File: src/rtl/stereo_peak_tracker_pwm_dac_defines.svh
// ---------------------------------------------------------------------------
// Stereo peak tracker PWM DAC - assertion macros
// Concurrent check macros clocked on clk and held off during reset.
// ---------------------------------------------------------------------------
`ifndef STEREO_PEAK_TRACKER_PWM_DAC_DEFINES_SVH
`define STEREO_PEAK_TRACKER_PWM_DAC_DEFINES_SVH

`ifndef SYNTH
// antecedent implies consequent in the same cycle
`define SPTPD_ASSERT_IMPLY(label, ante, cons) \
    label: assert property (@(posedge clk) disable iff (!rst_n) (ante) |-> (cons)) \
        else $error("sptpd check failed: same-cycle implication");
// antecedent implies consequent in the next cycle
`define SPTPD_ASSERT_NEXT(label, ante, cons) \
    label: assert property (@(posedge clk) disable iff (!rst_n) (ante) |=> (cons)) \
        else $error("sptpd check failed: next-cycle implication");
`else
`define SPTPD_ASSERT_IMPLY(label, ante, cons)
`define SPTPD_ASSERT_NEXT(label, ante, cons)
`endif

`endif

File: src/rtl/sptpd_pkg.sv
// ---------------------------------------------------------------------------
// Stereo peak tracker PWM DAC - package
// Shared widths, reset values, command and register codes, pipeline types.
// ---------------------------------------------------------------------------
package sptpd_pkg;

    localparam int SAMPLE_W        = 16;
    localparam int DUTY_W          = 17;
    localparam int GAIN_W          = 16;
    localparam int CFG_INDEX_W     = 1;
    localparam int CFG_DATA_W      = 17;
    localparam int SAMPLE_BITS_DEF = 16;

    // signed offset (SAMPLE_W+1) times zero-extended gain (GAIN_W+1)
    localparam int PROD_W = SAMPLE_W + GAIN_W + 2;
    // center plus swing, with room for sign and overflow
    localparam int SUM_W  = DUTY_W + 3;

    localparam logic [DUTY_W-1:0] DUTY_CENTER_RST = DUTY_W'(33325);
    localparam logic [GAIN_W-1:0] DUTY_GAIN_RST   = GAIN_W'(16650);

    typedef enum logic [0:0] {
        CMD_SAMPLE    = 1'b0,
        CMD_PEAK_READ = 1'b1
    } cmd_t;

    typedef enum logic [CFG_INDEX_W-1:0] {
        CFG_DUTY_CENTER = 1'b0,
        CFG_DUTY_GAIN   = 1'b1
    } cfg_index_t;

    // control into each lane for one accepted transaction
    typedef struct packed {
        logic take;
        logic peak_read;
    } lane_ctrl_t;

    // what a lane hands to the merge stage
    typedef struct packed {
        logic [PROD_W-1:0]   prod;
        logic [SAMPLE_W-1:0] level;
        logic [SAMPLE_W-1:0] pmin;
        logic [SAMPLE_W-1:0] pmax;
    } lane_t;

    // control into the merge / output stage
    typedef struct packed {
        logic advance;
        logic peak_read;
    } merge_ctrl_t;

endpackage

File: src/rtl/sptpd_if.sv
// ---------------------------------------------------------------------------
// Stereo peak tracker PWM DAC - channel interfaces
// Valid/ready channels for items, results and configuration writes.
// ---------------------------------------------------------------------------
interface sptpd_in_if import sptpd_pkg::*; ();
    logic                valid;
    logic                ready;
    logic [0:0]          command;
    logic [SAMPLE_W-1:0] sample_left;
    logic [SAMPLE_W-1:0] sample_right;

    modport source (output valid, command, sample_left, sample_right, input ready);
    modport sink   (input valid, command, sample_left, sample_right, output ready);
endinterface

interface sptpd_out_if import sptpd_pkg::*; ();
    logic                valid;
    logic                ready;
    logic [DUTY_W-1:0]   duty_left;
    logic [DUTY_W-1:0]   duty_right;
    logic [SAMPLE_W-1:0] level_left;
    logic [SAMPLE_W-1:0] level_right;
    logic [SAMPLE_W-1:0] peak_min_left;
    logic [SAMPLE_W-1:0] peak_max_left;
    logic [SAMPLE_W-1:0] peak_min_right;
    logic [SAMPLE_W-1:0] peak_max_right;

    modport source (
        output valid, duty_left, duty_right, level_left, level_right,
               peak_min_left, peak_max_left, peak_min_right, peak_max_right,
        input  ready
    );
    modport sink (
        input  valid, duty_left, duty_right, level_left, level_right,
               peak_min_left, peak_max_left, peak_min_right, peak_max_right,
        output ready
    );
endinterface

interface sptpd_cfg_if import sptpd_pkg::*; ();
    logic                   valid;
    logic                   ready;
    logic [CFG_INDEX_W-1:0] index;
    logic [CFG_DATA_W-1:0]  data;

    modport source (output valid, index, data, input ready);
    modport sink   (input valid, index, data, output ready);
endinterface

File: src/rtl/stereo_peak_tracker_pwm_dac.sv
// ---------------------------------------------------------------------------
// Stereo peak tracker PWM DAC - top level
// Each item transaction is either a stereo sample pair or a peak read. A
// sample pair is stored as the latest levels, folded into each channel's
// running min/max, and mapped to a PWM duty count per channel:
// duty_center + (sample - mid) * duty_gain / mid, truncated toward zero and
// clamped to 0..131071. A peak read returns the four extremes (duties read
// as zero) and then restarts the envelope (mins to full scale, maxes to 0).
// Every item gives exactly one result transaction. Throughput is one item
// per clock while results are being taken; each item passes through the
// two-stage pipeline: a per-channel lane registering the 17x17 gain
// product and envelope, then the merge stage doing scale, add and clamp
// into the output register. Only the low SAMPLE_BITS bits of each sample
// are used. Write configuration (index 0 duty_center, 1 duty_gain) only
// while no item is in flight; cfg is always ready.
// ---------------------------------------------------------------------------
`include "stereo_peak_tracker_pwm_dac_defines.svh"

module stereo_peak_tracker_pwm_dac import sptpd_pkg::*; #(
    parameter int SAMPLE_BITS = SAMPLE_BITS_DEF
) (
    input  logic        clk,
    input  logic        rst_n,
    sptpd_in_if.sink    item,
    sptpd_out_if.source result,
    sptpd_cfg_if.sink   cfg
);

    // configuration registers
    logic [DUTY_W-1:0] center_reg, center_next;
    logic [GAIN_W-1:0] gain_reg, gain_next;

    // stage 1 occupancy and command
    logic        s1_valid_reg, s1_valid_next;
    logic        s1_read_reg, s1_read_next;

    logic        accept;
    logic        s1_advance;
    logic        is_read;
    lane_ctrl_t  lane_ctrl;
    merge_ctrl_t merge_ctrl;
    lane_t       left_res;
    lane_t       right_res;

    // ---------------------------------------------------------------
    // Configuration: always ready, written by index
    // ---------------------------------------------------------------
    assign cfg.ready = 1'b1;

    always_comb
    begin
        center_next = center_reg;
        gain_next   = gain_reg;
        if (cfg.valid)
        begin
            unique case (cfg.index)
                CFG_DUTY_CENTER: center_next = cfg.data;
                CFG_DUTY_GAIN:   gain_next   = cfg.data[GAIN_W-1:0];
            endcase
        end
    end

    always_ff @(posedge clk or negedge rst_n)
    begin
        if (!rst_n)
        begin
            center_reg <= DUTY_CENTER_RST;
            gain_reg   <= DUTY_GAIN_RST;
        end
        else
        begin
            center_reg <= center_next;
            gain_reg   <= gain_next;
        end
    end

    // ---------------------------------------------------------------
    // Pipeline control
    // Stage 1 moves into the output register whenever that register is
    // empty or being drained, and a new item is taken whenever stage 1 is
    // empty or advancing, even while a finished result still waits downstream.
    // ---------------------------------------------------------------
    assign s1_advance = s1_valid_reg && (!result.valid || result.ready);
    assign item.ready = !s1_valid_reg || s1_advance;
    assign accept     = item.valid && item.ready;
    assign is_read    = (item.command == CMD_PEAK_READ);

    always_comb
    begin
        s1_valid_next = s1_valid_reg;
        s1_read_next  = s1_read_reg;
        if (accept)
        begin
            s1_valid_next = 1'b1;
            s1_read_next  = is_read;
        end
        else if (s1_advance)
        begin
            s1_valid_next = 1'b0;
        end
    end

    always_ff @(posedge clk or negedge rst_n)
    begin
        if (!rst_n)
        begin
            s1_valid_reg <= 1'b0;
            s1_read_reg  <= 1'b0;
        end
        else
        begin
            s1_valid_reg <= s1_valid_next;
            s1_read_reg  <= s1_read_next;
        end
    end

    assign lane_ctrl.take       = accept;
    assign lane_ctrl.peak_read  = is_read;
    assign merge_ctrl.advance   = s1_advance;
    assign merge_ctrl.peak_read = s1_read_reg;

    // ---------------------------------------------------------------
    // Channel lanes
    // ---------------------------------------------------------------
    sptpd_lane #(
        .SAMPLE_BITS (SAMPLE_BITS)
    ) u_lane_left (
        .clk    (clk),
        .rst_n  (rst_n),
        .ctrl   (lane_ctrl),
        .sample (item.sample_left),
        .gain   (gain_reg),
        .res    (left_res)
    );

    sptpd_lane #(
        .SAMPLE_BITS (SAMPLE_BITS)
    ) u_lane_right (
        .clk    (clk),
        .rst_n  (rst_n),
        .ctrl   (lane_ctrl),
        .sample (item.sample_right),
        .gain   (gain_reg),
        .res    (right_res)
    );

    // ---------------------------------------------------------------
    // Merge: duty scaling and output register
    // ---------------------------------------------------------------
    sptpd_merge #(
        .SAMPLE_BITS (SAMPLE_BITS)
    ) u_merge (
        .clk    (clk),
        .rst_n  (rst_n),
        .ctrl   (merge_ctrl),
        .left   (left_res),
        .right  (right_res),
        .center (center_reg),
        .result (result)
    );

    // ---------------------------------------------------------------
    // Checks
    // ---------------------------------------------------------------
    // a held stage 1 must never be overwritten by a new transaction
    `SPTPD_ASSERT_IMPLY(a_no_overrun, s1_valid_reg && !s1_advance, !accept)
    // whatever leaves stage 1 shows up on the output next cycle
    `SPTPD_ASSERT_NEXT(a_result_follows, s1_advance, result.valid)
    // a nonzero duty comes from a sample, which lies inside its own envelope
    `SPTPD_ASSERT_IMPLY(a_envelope_left, result.valid && (result.duty_left != '0), result.peak_min_left <= result.level_left && result.level_left <= result.peak_max_left)
    `SPTPD_ASSERT_IMPLY(a_envelope_right, result.valid && (result.duty_right != '0), result.peak_min_right <= result.level_right && result.level_right <= result.peak_max_right)

endmodule

File: src/rtl/sptpd_lane.sv
// ---------------------------------------------------------------------------
// Stereo peak tracker PWM DAC - channel lane
// Holds one channel's latest level and min/max envelope, and registers the
// gain product of the sample's signed offset from mid-scale.
// ---------------------------------------------------------------------------
module sptpd_lane import sptpd_pkg::*; #(
    parameter int SAMPLE_BITS = SAMPLE_BITS_DEF
) (
    input  logic                clk,
    input  logic                rst_n,
    input  lane_ctrl_t          ctrl,
    input  logic [SAMPLE_W-1:0] sample,
    input  logic [GAIN_W-1:0]   gain,
    output lane_t               res
);

    localparam logic [SAMPLE_W-1:0] SAMPLE_MASK = SAMPLE_W'((33'd1 << SAMPLE_BITS) - 33'd1);
    localparam logic [SAMPLE_W:0]   SAMPLE_MID  = (SAMPLE_W + 1)'(33'd1 << (SAMPLE_BITS - 1));

    logic [SAMPLE_W-1:0]        latest_reg, latest_next;
    logic [SAMPLE_W-1:0]        low_reg, low_next;
    logic [SAMPLE_W-1:0]        high_reg, high_next;
    lane_t                      res_reg, res_next;

    logic [SAMPLE_W-1:0]        s;
    logic [SAMPLE_W-1:0]        low_upd;
    logic [SAMPLE_W-1:0]        high_upd;
    logic signed [SAMPLE_W:0]   offset;
    logic signed [GAIN_W:0]     gain_s;
    logic signed [PROD_W-1:0]   prod;

    assign s        = sample & SAMPLE_MASK;
    assign low_upd  = (s < low_reg)  ? s : low_reg;
    assign high_upd = (s > high_reg) ? s : high_reg;
    assign offset   = $signed({1'b0, s}) - $signed(SAMPLE_MID);
    assign gain_s   = $signed({1'b0, gain});
    assign prod     = offset * gain_s;

    always_comb
    begin
        latest_next = latest_reg;
        low_next    = low_reg;
        high_next   = high_reg;
        res_next    = res_reg;
        if (ctrl.take)
        begin
            if (ctrl.peak_read)
            begin
                // report the envelope, then restart it
                res_next.prod  = '0;
                res_next.level = latest_reg;
                res_next.pmin  = low_reg;
                res_next.pmax  = high_reg;
                low_next       = SAMPLE_MASK;
                high_next      = '0;
            end
            else
            begin
                res_next.prod  = prod;
                res_next.level = s;
                res_next.pmin  = low_upd;
                res_next.pmax  = high_upd;
                latest_next    = s;
                low_next       = low_upd;
                high_next      = high_upd;
            end
        end
    end

    always_ff @(posedge clk or negedge rst_n)
    begin
        if (!rst_n)
        begin
            latest_reg <= '0;
            low_reg    <= SAMPLE_MASK;
            high_reg   <= '0;
        end
        else
        begin
            latest_reg <= latest_next;
            low_reg    <= low_next;
            high_reg   <= high_next;
        end
    end

    always_ff @(posedge clk)
    begin
        res_reg <= res_next;
    end

    assign res = res_reg;

endmodule

File: src/rtl/sptpd_merge.sv
// ---------------------------------------------------------------------------
// Stereo peak tracker PWM DAC - merge and output stage
// Scales both lane products to duty counts, saturates, and registers the
// combined result transaction toward the output channel.
// ---------------------------------------------------------------------------
module sptpd_merge import sptpd_pkg::*; #(
    parameter int SAMPLE_BITS = SAMPLE_BITS_DEF
) (
    input  logic              clk,
    input  logic              rst_n,
    input  merge_ctrl_t       ctrl,
    input  lane_t             left,
    input  lane_t             right,
    input  logic [DUTY_W-1:0] center,
    sptpd_out_if.source       result
);

    localparam int SHIFT = SAMPLE_BITS - 1;
    localparam logic [PROD_W-1:0] ROUND_BIAS = PROD_W'((64'd1 << SHIFT) - 64'd1);

    // center + product / mid-scale, truncated toward zero, clamped to duty range
    function automatic logic [DUTY_W-1:0] scale_duty(
        input logic [PROD_W-1:0] prod,
        input logic [DUTY_W-1:0] ctr
    );
        logic [PROD_W-1:0]        biased;
        logic signed [PROD_W-1:0] swing;
        logic signed [SUM_W-1:0]  sum;
        logic [DUTY_W-1:0]        duty;
        biased = prod + (prod[PROD_W-1] ? ROUND_BIAS : '0);
        swing  = $signed(biased) >>> SHIFT;
        sum    = $signed({{(SUM_W - DUTY_W){1'b0}}, ctr}) + $signed(swing[SUM_W-1:0]);
        if (sum[SUM_W-1])
            duty = '0;
        else if (sum[SUM_W-2:DUTY_W] != '0)
            duty = '1;
        else
            duty = sum[DUTY_W-1:0];
        return duty;
    endfunction

    logic                valid_reg, valid_next;
    logic [DUTY_W-1:0]   duty_l_reg, duty_r_reg;
    logic [SAMPLE_W-1:0] lvl_l_reg, lvl_r_reg;
    logic [SAMPLE_W-1:0] min_l_reg, max_l_reg, min_r_reg, max_r_reg;

    always_comb
    begin
        if (ctrl.advance)
            valid_next = 1'b1;
        else if (result.ready)
            valid_next = 1'b0;
        else
            valid_next = valid_reg;
    end

    always_ff @(posedge clk or negedge rst_n)
    begin
        if (!rst_n)
            valid_reg <= 1'b0;
        else
            valid_reg <= valid_next;
    end

    always_ff @(posedge clk)
    begin
        if (ctrl.advance)
        begin
            duty_l_reg <= ctrl.peak_read ? '0 : scale_duty(left.prod, center);
            duty_r_reg <= ctrl.peak_read ? '0 : scale_duty(right.prod, center);
            lvl_l_reg  <= left.level;
            lvl_r_reg  <= right.level;
            min_l_reg  <= left.pmin;
            max_l_reg  <= left.pmax;
            min_r_reg  <= right.pmin;
            max_r_reg  <= right.pmax;
        end
    end

    assign result.valid          = valid_reg;
    assign result.duty_left      = duty_l_reg;
    assign result.duty_right     = duty_r_reg;
    assign result.level_left     = lvl_l_reg;
    assign result.level_right    = lvl_r_reg;
    assign result.peak_min_left  = min_l_reg;
    assign result.peak_max_left  = max_l_reg;
    assign result.peak_min_right = min_r_reg;
    assign result.peak_max_right = max_r_reg;

endmodule

File: src/flat_wrapper.sv
// flat-port wrapper written by rule: the top's interface ports become plain ports
module stereo_peak_tracker_pwm_dac_flat import sptpd_pkg::*;
#(
    parameter int SAMPLE_BITS = SAMPLE_BITS_DEF
)
  (clk, rst_n, item_valid, item_command, item_sample_left, item_sample_right, item_ready, result_valid, result_duty_left, result_duty_right, result_level_left, result_level_right, result_peak_min_left, result_peak_max_left, result_peak_min_right, result_peak_max_right, result_ready, cfg_valid, cfg_index, cfg_data, cfg_ready);
  sptpd_in_if item_i ();
  sptpd_out_if result_i ();
  sptpd_cfg_if cfg_i ();
  input  logic clk;
  input  logic rst_n;
  input wire logic [$bits(item_i.valid)-1:0] item_valid;
  input wire logic [$bits(item_i.command)-1:0] item_command;
  input wire logic [$bits(item_i.sample_left)-1:0] item_sample_left;
  input wire logic [$bits(item_i.sample_right)-1:0] item_sample_right;
  output wire logic [$bits(item_i.ready)-1:0] item_ready;
  output wire logic [$bits(result_i.valid)-1:0] result_valid;
  output wire logic [$bits(result_i.duty_left)-1:0] result_duty_left;
  output wire logic [$bits(result_i.duty_right)-1:0] result_duty_right;
  output wire logic [$bits(result_i.level_left)-1:0] result_level_left;
  output wire logic [$bits(result_i.level_right)-1:0] result_level_right;
  output wire logic [$bits(result_i.peak_min_left)-1:0] result_peak_min_left;
  output wire logic [$bits(result_i.peak_max_left)-1:0] result_peak_max_left;
  output wire logic [$bits(result_i.peak_min_right)-1:0] result_peak_min_right;
  output wire logic [$bits(result_i.peak_max_right)-1:0] result_peak_max_right;
  input wire logic [$bits(result_i.ready)-1:0] result_ready;
  input wire logic [$bits(cfg_i.valid)-1:0] cfg_valid;
  input wire logic [$bits(cfg_i.index)-1:0] cfg_index;
  input wire logic [$bits(cfg_i.data)-1:0] cfg_data;
  output wire logic [$bits(cfg_i.ready)-1:0] cfg_ready;
  assign item_i.valid = item_valid;
  assign item_i.command = item_command;
  assign item_i.sample_left = item_sample_left;
  assign item_i.sample_right = item_sample_right;
  assign item_ready = item_i.ready;
  assign result_valid = result_i.valid;
  assign result_duty_left = result_i.duty_left;
  assign result_duty_right = result_i.duty_right;
  assign result_level_left = result_i.level_left;
  assign result_level_right = result_i.level_right;
  assign result_peak_min_left = result_i.peak_min_left;
  assign result_peak_max_left = result_i.peak_max_left;
  assign result_peak_min_right = result_i.peak_min_right;
  assign result_peak_max_right = result_i.peak_max_right;
  assign result_i.ready = result_ready;
  assign cfg_i.valid = cfg_valid;
  assign cfg_i.index = cfg_index;
  assign cfg_i.data = cfg_data;
  assign cfg_ready = cfg_i.ready;
  stereo_peak_tracker_pwm_dac #(.SAMPLE_BITS(SAMPLE_BITS)) u_core (.clk(clk), .rst_n(rst_n), .item(item_i), .result(result_i), .cfg(cfg_i));
endmodule
File: config.mk
export PLATFORM = sky130hd
export DESIGN_NAME = stereo_peak_tracker_pwm_dac_flat
export DESIGN_NICKNAME = d
export VERILOG_FILES = /design/src/rtl/sptpd_pkg.sv /design/src/rtl/sptpd_if.sv /design/src/rtl/stereo_peak_tracker_pwm_dac.sv /design/src/rtl/sptpd_lane.sv /design/src/rtl/sptpd_merge.sv /design/src/flat_wrapper.sv
export VERILOG_INCLUDE_DIRS = /design/src /design/src/rtl
export SDC_FILE = /design/constraint.sdc
export NUM_CORES = 2
export LEC_CHECK = 0
export ABC_AREA = 1
export BUFFER_PORTS_ARGS = -buffer_cell sky130_fd_sc_hd__buf_2
export CAP_MARGIN = 10
export CORE_UTILIZATION = 55
export CTS_CLUSTER_DIAMETER = 30
export DETAILED_ROUTE_END_ITERATION = 8
export PLACE_DENSITY_LB_ADDON = 0.25
export RECOVER_POWER = 100
export SYNTH_ARGS = -nofsm -noshare
export SYNTH_HDL_FRONTEND = slang
export SYNTH_SLANG_ARGS = --single-unit
File: constraint.sdc
create_clock -name clk -period 10.8 [get_ports clk]
set_input_delay 0 -clock clk [delete_from_list [all_inputs] [get_ports clk]]
set_output_delay 0 -clock clk [all_outputs]
set_load 0.02 [all_outputs]
==> qor.yml <==
status: "finished, violations left"
violations: "capacitance limit, slew limit"
synth-simple-area-share: 0.158
muxShareOfSynthArea: 0.000265
synth_xor_area_frac: 0.0124
cp.required_ns: 11.34
min_to: "u_core.u_lane_right.latest_reg[13]$_DFFE_PN0P_"
ys.flop_type: "edfxtp_1"
firstDrtPassIters: 6
endpoint_kind: "flip-flop"
cts_buffer_depth: 3
syn_inst: 4891
dp_hpwl_mm: 80.6
multi_input_area_mm2: 0.0249
start_kind: "flip-flop"
post_cts_buffers: 0
cp_top_family: "buffers and inverters"
synth_async_sr_flop_share: 0.310
clockRootBuffer: "clkbuf_16"
min_path_cells: 3
timing.final.crit_share: 0.757
synth-edff-count: 294
grt_pass1_wl_mm: 174
antenna_found_initial: 0
tightestPinTransition_ns: 5.36
fin_cells: 6151
cap_violations: 22
synth_compound_area_frac: 0.0776
holdBufCountCts: 48
avgRoutedWirePerCell_um: 17.8
clkTransAtPathRegs_ns: 0.05
fill_cells: 6598
clock_latency_ns: 0.64
final_common_cell: "inv_1"
finClkSkew_ns: 0.0230
syn-num-nets: 5783
gp_congestion: 0.975
avgSynthCellArea_um2: 8.67
dieArea_mm2: 0.0782
layout.nets: 5939
synth-adder-area-share: 0.342
numPortBuffers: 187
hold_violations: 0
drive_gt1_frac: 0.0568
min_period_ns: 8.18
r2r_cells: 6
cts_max_level: 3
synthDistinctLibCells: 57
max-slew-margin-rel: -2.57
max_stage_delay_ns: 3.66
cts_resized: 0
diodes: 0
synth_top_family_by_area: "adder cells"
initial_core_util: 0.558
die_w_um: 280
grt_pass1_vias: 32400
viasPerCell: 5.32
placed_area_mm2: 0.0441
syn_area_mm2: 0.0424
dieHeight_um: 280
via_count: 32700
min_path_type: "input port to flip-flop"
critPathKind: "flip-flop to flip-flop"
cp_num_buf_inv: 3
finish.instance_area_mm2: 0.0473
yosys_warnings: 0
ant_nets: 0
grt_max_degree: 100
wl_mm: 109
rsz0062_at_grt: "no"
drtIter0Drc: 2394
synth_seq_cells: 426
drv_slew: 1040
cp_data_arrival_time_ns: 8.71
fin_util: 0.622
synth_seq_area_share: 0.287
max_freq_mhz: 122
grtUsageTotal: 0.286
final_cell_mix: "inv_1 (1173), nand2_1 (1135), fa_1 (540), ha_1 (296), edfxtp_1 (294)"
core_area_mm2: 0.0761
finalSetupViolations: 0
seq_area_mm2: 0.0122
crit_fanout: 88
regToRegSetupSlack_ns: 2.62
rows: 101
fin_tns_setup_ns: 0
min_from: "item_sample_right[13]"
grt_overflow: 0
cts_tree: "built"
reg2reg_to: "u_core.u_lane_left.low_reg[2]$_DFFE_PN1P_"
cts_sinks: 426
top_level_ports: 189
cts_made_buffers: 86
drc: 0
dp_cells: 5941
crit_path_top_delay_cell: "clkinvlp_2"
regToRegStartpoint: "u_core.u_merge.result.valid$_DFFE_PN0P_"
area_growth_syn_to_layout_pct: 11.5
cp_cell_sequence: "nand3_1, nand2_2, clkbuf_1, clkinvlp_2, buf_4, o21ai_0"
[per-stage QoR]
step	setup WS, ns	hold WS [ns]
floorplan	3.35	-0.296
global placement	3.95	0.148
detailed placement	3.88	0.150
CTS	3.88	0.00672
global route	1.75	0.0598
finish	2.62	0.0508
[Yosys cell counts (all sizes together) (6+ instances only)]
| cell type | n | area (µm²) |
|---|---|---|
| a31oi | 9 | 56.3 |
| edfxtp | 294 | 8830 |
| xor2 | 26 | 228 |
| a21oi | 210 | 1100 |
| nor4 | 6 | 37.5 |
| ha | 296 | 3700 |
| fa | 540 | 10800 |
| nand4 | 40 | 302 |
| nor3 | 27 | 150 |
| dfrtp | 90 | 2250 |
| clkbuf | 153 | 574 |
| nand3 | 165 | 893 |
| dfstp | 42 | 1100 |
| nor2 | 202 | 838 |
| nand3b | 7 | 52.6 |
| xnor2 | 34 | 298 |
| o21a | 45 | 338 |
| a21o | 19 | 143 |
| inv | 1179 | 4430 |
| nand2 | 1148 | 4390 |
| buf | 36 | 193 |
| o21ai | 290 | 1460 |
[final cells by class]
class,instances,share of cell area
sequential,426,0.258
inverter,1180,0.0937
tap,1030,0.0272
clock buffer,102,0.0485
clock inverter,60,0.0170
timing repair buffer,257,0.0287
multi-input combinational,3096,0.527
[routing by layer]
layer / part of all wire / global-route usage
met3: 0.062 / 0.0361
met4: 0.036 / 0.102
met2: 0.49 / 0.484
met5: 0 / 0
met1: 0.41 / 0.378
[worst min-delay path: cells and delay by family]
family / cells / cell delay [ns]
AOI/OAI and AO/OA: 1 / 0.13
buffers and inverters: 2 / 0.47
[how the worst max path moves through the flow]
stage	start	to	slack [ns]	cells past startpoint
3_5_place_dp	u_core.gain_reg[8]$_DFFE_PN1P_	u_core.u_lane_right.res[81]$_SDFFCE_PP0P_	3.88	20
3_3_place_gp	u_core.gain_reg[8]$_DFFE_PN1P_	u_core.u_lane_right.res[81]$_SDFFCE_PP0P_	3.95	20
4_1_cts	u_core.gain_reg[8]$_DFFE_PN1P_	u_core.u_lane_right.res[81]$_SDFFCE_PP0P_	3.88	20
5_1_grt	u_core.u_merge.result.valid$_DFFE_PN0P_	u_core.u_lane_left.low_reg[1]$_DFFE_PN1P_	1.75	6
6_report	u_core.u_merge.result.valid$_DFFE_PN0P_	u_core.u_lane_left.low_reg[2]$_DFFE_PN1P_	2.62	6
2_1_floorplan	u_core.u_merge.result.valid$_DFFE_PN0P_	u_core.u_merge.result.duty_left[0]$_SDFFCE_PP0P_	3.35	1
[cells by family after synthesis]
family / after synthesis
compound gates: 598
xor+xnor: 60
fa+ha+maj: 836
buf+inv: 1369
flops: 426
mux: 1
other cells: 1
simple gates: 1600
Power is not shown: default switching activity piles up to over one toggle a cycle in this logic, so the estimate is an artifact.
